[config.mk]
export PLATFORM = sky130hd
export DESIGN_NAME = bmrc_ctrl
export DESIGN_NICKNAME = d
export VERILOG_FILES = /design/src/rtl/bmrc_pkg.sv /design/src/rtl/bmrc_ctrl.sv
export SDC_FILE = /design/constraint.sdc
export NUM_CORES = 1
export LEC_CHECK = 0
export ABC_AREA = 1
export BUFFER_PORTS_ARGS = -buffer_cell sky130_fd_sc_hd__clkbuf_2
export CORE_MARGIN = 1.5
export CORE_UTILIZATION = 39
export DETAILED_ROUTE_END_ITERATION = 10
export PLACE_DENSITY = 0.75
export SLEW_MARGIN = 20
export SYNTH_ARGS = -nofsm -noshare
export SYNTH_HDL_FRONTEND = slang
export SYNTH_SLANG_ARGS = --single-unit
[constraint.sdc]
create_clock -name clk_i -period 1.11 [get_ports clk_i]
set_clock_uncertainty 0.05 [all_clocks]
set_input_delay 0.0555 -clock clk_i [delete_from_list [all_inputs] [get_ports clk_i]]
set_output_delay 0.0555 -clock clk_i [all_outputs]
set_load 0.01 [all_outputs]
[src/rtl/bmrc_pkg.sv]
package bmrc_pkg;

  // Default geometry
  localparam int unsigned BLOCK_BYTES_DEF = 16384;
  localparam int unsigned MAP_BITS_DEF    = 65536;

  // Field widths
  localparam int unsigned REQ_W  = 2;
  localparam int unsigned ADDR_W = 13;
  localparam int unsigned VAL_W  = 8;
  localparam int unsigned PN_W   = 16;
  localparam int unsigned RNG_W  = 16;
  localparam int unsigned ST_W   = 2;
  localparam int unsigned PL_W   = 25;
  localparam int unsigned TL_W   = 31;
  localparam int unsigned CFG_W  = 31;

  // Stream widths
  localparam int unsigned S_TDATA_W = 72;
  localparam int unsigned S_TUSER_W = 2;
  localparam int unsigned M_TDATA_W = 8;
  localparam int unsigned M_TUSER_W = 2;

  // Byte addresses reachable by a write
  localparam int unsigned ADDR_SPACE = 8192;

  // Dividend width of the block-count divider: piece length plus rounding term
  localparam int unsigned DIV_W = PL_W + 1;

  // Config reset values
  localparam logic [PL_W-1:0] PL_RESET = PL_W'(262144);
  localparam logic [TL_W-1:0] TL_RESET = TL_W'(1073741824);

  // Register indexes
  localparam logic CFG_PIECE_LENGTH = 1'b0;
  localparam logic CFG_TOTAL_LENGTH = 1'b1;

  // Request codes
  localparam logic [REQ_W-1:0] REQ_WRITE = 2'd0;
  localparam logic [REQ_W-1:0] REQ_PIECE = 2'd1;
  localparam logic [REQ_W-1:0] REQ_RANGE = 2'd2;

  // Status codes
  localparam logic [ST_W-1:0] ST_OK     = 2'd0;
  localparam logic [ST_W-1:0] ST_ORDER  = 2'd1;
  localparam logic [ST_W-1:0] ST_BEYOND = 2'd2;

  // Walk span source
  localparam logic SRC_RANGE = 1'b0;
  localparam logic SRC_PIECE = 1'b1;

  // Divider operand select
  localparam logic DIV_PER_PIECE = 1'b0;
  localparam logic DIV_BLOCKS    = 1'b1;

  // Controller to datapath commands
  typedef struct packed {
    logic            load;
    logic            clr_en;
    logic            mem_write;
    logic            div_start;
    logic            div_sel;
    logic            mul1;
    logic            len_load;
    logic            pp_load;
    logic            mul2;
    logic            blk_load;
    logic            walk_init;
    logic            walk_src;
    logic            walk_step;
    logic            res_set;
    logic            res_use_walk;
    logic            res_all;
    logic [ST_W-1:0] res_st;
    logic            out_load;
  } cmd_t;

  // Datapath to controller status
  typedef struct packed {
    logic [REQ_W-1:0] req;
    logic             wr_beyond;
    logic             rng_order;
    logic             rng_beyond;
    logic             pc_beyond;
    logic             blk_zero;
    logic             map_beyond;
    logic             div_done;
    logic             walk_last;
    logic             clr_last;
    logic             out_free;
  } status_t;

endpackage

[src/rtl/bmrc_ctrl.sv]
module bmrc_ctrl (
  input  logic              clk_i,
  input  logic              rst_ni,
  input  logic              s_tvalid_i,
  output logic              s_tready_o,
  input  bmrc_pkg::status_t st_i,
  output bmrc_pkg::cmd_t    cmd_o
);

  typedef enum logic [3:0] {
    S_CLEAR,
    S_IDLE,
    S_DECODE,
    S_DIV1,
    S_DIV2,
    S_CHECK,
    S_WALK,
    S_DRAIN,
    S_FINISH
  } state_e;

  state_e state_q, state_d;

  assign s_tready_o = (state_q == S_IDLE);

  // Next state and commands
  always_comb begin
    state_d = state_q;
    cmd_o   = '0;
    case (state_q)
      S_CLEAR: begin
        cmd_o.clr_en = 1'b1;
        if (st_i.clr_last) begin
          state_d = S_IDLE;
        end
      end
      S_IDLE: begin
        if (s_tvalid_i) begin
          cmd_o.load = 1'b1;
          state_d    = S_DECODE;
        end
      end
      S_DECODE: begin
        case (st_i.req)
          bmrc_pkg::REQ_WRITE: begin
            cmd_o.mem_write = ~st_i.wr_beyond;
            cmd_o.res_set   = 1'b1;
            cmd_o.res_st    = st_i.wr_beyond ? bmrc_pkg::ST_BEYOND : bmrc_pkg::ST_OK;
            state_d         = S_FINISH;
          end
          bmrc_pkg::REQ_PIECE: begin
            cmd_o.mul1      = 1'b1;
            cmd_o.div_start = 1'b1;
            cmd_o.div_sel   = bmrc_pkg::DIV_PER_PIECE;
            state_d         = S_DIV1;
          end
          bmrc_pkg::REQ_RANGE: begin
            if (st_i.rng_order) begin
              cmd_o.res_set = 1'b1;
              cmd_o.res_st  = bmrc_pkg::ST_ORDER;
              state_d       = S_FINISH;
            end else if (st_i.rng_beyond) begin
              cmd_o.res_set = 1'b1;
              cmd_o.res_st  = bmrc_pkg::ST_BEYOND;
              state_d       = S_FINISH;
            end else begin
              cmd_o.walk_init = 1'b1;
              cmd_o.walk_src  = bmrc_pkg::SRC_RANGE;
              state_d         = S_WALK;
            end
          end
          default: begin
            cmd_o.res_set = 1'b1;
            cmd_o.res_st  = bmrc_pkg::ST_OK;
            state_d       = S_FINISH;
          end
        endcase
      end
      S_DIV1: begin
        cmd_o.len_load = 1'b1;
        if (st_i.div_done) begin
          cmd_o.pp_load = 1'b1;
          if (st_i.pc_beyond) begin
            cmd_o.res_set = 1'b1;
            cmd_o.res_st  = bmrc_pkg::ST_BEYOND;
            state_d       = S_FINISH;
          end else begin
            cmd_o.div_start = 1'b1;
            cmd_o.div_sel   = bmrc_pkg::DIV_BLOCKS;
            state_d         = S_DIV2;
          end
        end
      end
      S_DIV2: begin
        cmd_o.mul2 = 1'b1;
        if (st_i.div_done) begin
          cmd_o.blk_load = 1'b1;
          state_d        = S_CHECK;
        end
      end
      S_CHECK: begin
        if (st_i.blk_zero) begin
          cmd_o.res_set = 1'b1;
          cmd_o.res_all = 1'b1;
          cmd_o.res_st  = bmrc_pkg::ST_OK;
          state_d       = S_FINISH;
        end else if (st_i.map_beyond) begin
          cmd_o.res_set = 1'b1;
          cmd_o.res_st  = bmrc_pkg::ST_BEYOND;
          state_d       = S_FINISH;
        end else begin
          cmd_o.walk_init = 1'b1;
          cmd_o.walk_src  = bmrc_pkg::SRC_PIECE;
          state_d         = S_WALK;
        end
      end
      S_WALK: begin
        cmd_o.walk_step = 1'b1;
        if (st_i.walk_last) begin
          state_d = S_DRAIN;
        end
      end
      S_DRAIN: begin
        // last byte read is being checked this cycle
        cmd_o.res_set      = 1'b1;
        cmd_o.res_use_walk = 1'b1;
        cmd_o.res_st       = bmrc_pkg::ST_OK;
        state_d            = S_FINISH;
      end
      S_FINISH: begin
        if (st_i.out_free) begin
          cmd_o.out_load = 1'b1;
          state_d        = S_IDLE;
        end
      end
      default: begin
        state_d = S_IDLE;
      end
    endcase
  end

  always_ff @(posedge clk_i or negedge rst_ni) begin
    if (!rst_ni) begin
      state_q <= S_CLEAR;
    end else begin
      state_q <= state_d;
    end
  end

endmodule

==> run_results.csv <==
group,metric,value,unit
timing,hold_violations,0,
floorplan,die_h,43.0,microns
final_layout,reg.largest.list,"state_q x4",
route,dr.pass1.iters,4,
clock_network,clock_latency,250,ps
grt,grtUsageMet3,0.0511,
floorplan,ios,35,
yosys,yosysTopAreaCell,"nand2_1",
floorplan,start_util,0.414,
route,wirelength,3150,microns
grt,met1_usage,0.304,
timing,rsz0062_at_grt,"yes",
yosys,syn_avg_cell_area,5.51,sq um
timing,period_share,1.43,
critical_path,crit_path_end_kind,"output port",
floorplan,dieArea,1850,sq um
yosys,synthCells,113,
route,num_vias,1071,
yosys,ys_ff_latch,4,
critical_path,arrival,1490,ps
final_layout,drive_gt1_frac,0.642,
final_layout,nNetsFinal,200,
final_layout,nFillCells,77,
timing,max_clock_freq,629,MHz
placed_design,place_congestion,0.822,
route,drc_errors,0,
timing,maxSlewHeadroom,0.801,
grt,grt_max_degree,7,
grt,grt_pass1_vias,1029,
clock_network,clk_pin_slew,50,ps
floorplan,die_width,43.0,microns
critical_path,crit_required,1000,ps
grt,grt_overflow,0,
power_and_ir_drop,vdd_drop_max,0.00168,V
clock_network,cts_buffer_depth,2,
outcome,status,"complete, but fails checks",
clock_network,cts_buffers,3,
floorplan,core,1510,sq um
route,post_drt_via_cell_ratio,5.49,
power_and_ir_drop,powerDensity,2030,nW/um^2
clock_network,cts_root_buffer,"clkbuf_4",
timing,setup_viol_count_final,24,
grt,antenna_found_initial,0,
power_and_ir_drop,p_leak,0.772,nW
timing,layout_min_cycle_time,1590,ps
clock_network,cts_htree_levels,1,
grt,grt_pass1_wl,4060,microns
yosys,synth_nets,132,
grt,grt.total_usage,0.288,
min_path,hp-class,"in2async",
yosys,synth_area,623,sq um
final_layout,final_util,0.870,
route,drt_iter0_markers,33,
outcome,violations,"negative setup slack",
yosys,synth_top_area_share,0.175,
final_layout,regMostFlops,"state_q",
placed_design,place_ws,-264,ps
critical_path,startpoint_type,"register",
yosys,yosysSeqAreaShare,0.161,
grt,top_usage_layer,"met2",
floorplan,placementRows,14,
timing,setup_slack,-481,ps
placed_design,hpwl,1560,microns
timing,fin_setup_tns,-8690,ps
timing,slew_violations,0,
route,antenna_left,0,
yosys,yosysWarningCount,0,
clock_network,cts.sinks,4,
yosys,synth_area_leaders,"nand2_1 (17%), dfrtp_1 (16%), inv_1 (13%), nor2_1 (13%), nand3_1 (11%)",
final_layout,area_growth,110,%
critical_path,path_class,"reg2out",
placed_design,portBuffers,34,
yosys,ys_types,20,
final_layout,antenna_cells,0,
flow_run,cap_violations,0,
clock_network,cts_tree,"built",
timing,worst_pin_slew,298,ps
grt,met2_usage,0.536,
final_layout,largest_reg_flops,4,
route,post_drt_wl_per_cell,16.2,microns
critical_path,worstPathMaxFanout,5,
cell usage in the layout (no fill, tap or decap), types with 5 or more instances in the layout:
cell type,n
nand2_1,20
clkbuf_2,17
buf_6,17
inv_1,15
buf_4,15
buf_2,13
nand3_1,10
nor2_4,9
nor2_1,9
nor2_2,9
inv_2,6
nand2_2,5
nand2_4,5
metal layers:
metal / up-vias / routed length [microns]
met5: - / 0
met4: 0 / 195
met3: 20 / 220
met2: 82 / 1620
met1: 482 / 1120
li1: 487 / -
cells by family after synthesis:
kind of cell / after synthesis / share of synthesized area
AOI/OAI and AO/OA: 5 / 0.0482
adders and majority gates: 4 / 0.0803
buffers and inverters: 22 / 0.133
DFF: 4 / 0.161
and+or+nand+nor: 78 / 0.578
final cells by class:
cell class | count | area [sq um] | area share
clock buffer | 3 | 22.5 | 0.0172
inverter | 22 | 85.1 | 0.0649
multi-input combinational | 87 | 614 | 0.469
sequential | 4 | 105 | 0.0802
tap | 16 | 20.0 | 0.0153
timing repair buffer | 63 | 464 | 0.354
synthesized netlist by cell type:
master	instances
o2111ai_1	1
inv_1	21
a21oi_1	1
nand4_1	1
nand2_1	29
dfrtp_1	4
nand2_2	1
nand3b_1	2
nand3_1	14
nor3_2	1
nor2_1	21
ha_1	4
nor4_1	1
inv_2	1
o21ai_0	2
or2_2	1
nor2_2	4
nor2_4	2
o22ai_1	1
nor3_1	1
power breakdown:
group	switching (mW)	total (mW)	internal, mW
logic	1.16	2.14	0.977
clock network	0.0797	0.202	0.122
registers	0.114	0.325	0.211
total	1.35	2.66	1.31
stage by stage:
stage	instances	cell area [sq um]	power (mW)	hold WS (ps)
after floorplan	113	638	0.994	-290
after global placement	176	926	1.42	-183
after detailed placement	176	926	1.44	-184
after CTS	193	1200	2.18	106
after global routing	195	1310	2.79	105
final	195	1310	2.66	112
path summary, 6_finish.rpt:
kind	start	end	slack (ps)	cells after the start
worst max register to register	state_q[1]	state_q[1]	-440	8
max in group asynchronous	rst_ni	state_q[3]	740	2
worst max-delay path	state_q[2]	cmd_o[5]	-480	7
worst min register to register	state_q[0]	state_q[0]	510	2
min in group clk_i	st_i[6]	state_q[3]	180	4
worst min-delay path	rst_ni	state_q[2]	110	2
worst max-delay path, stage by stage (launching register included):
cell and delay (ps):
dfrtp_2 460, inv_4 70, nor2_4 190, inv_2 90
o21ai_2 170, nor2_2 70, nand2_1 60, clkbuf_2 130
what timing repair did:
item                                   4_1_cts  5_1_grt
buffers inserted                            14        5
hold buffers                                 1        0
setup endpoints to repair                   24       24
resized for setup                           43       40
endpoints found under the hold margin        4        0
pin swaps                                   14        9
(Power assumes the default switching activity.)
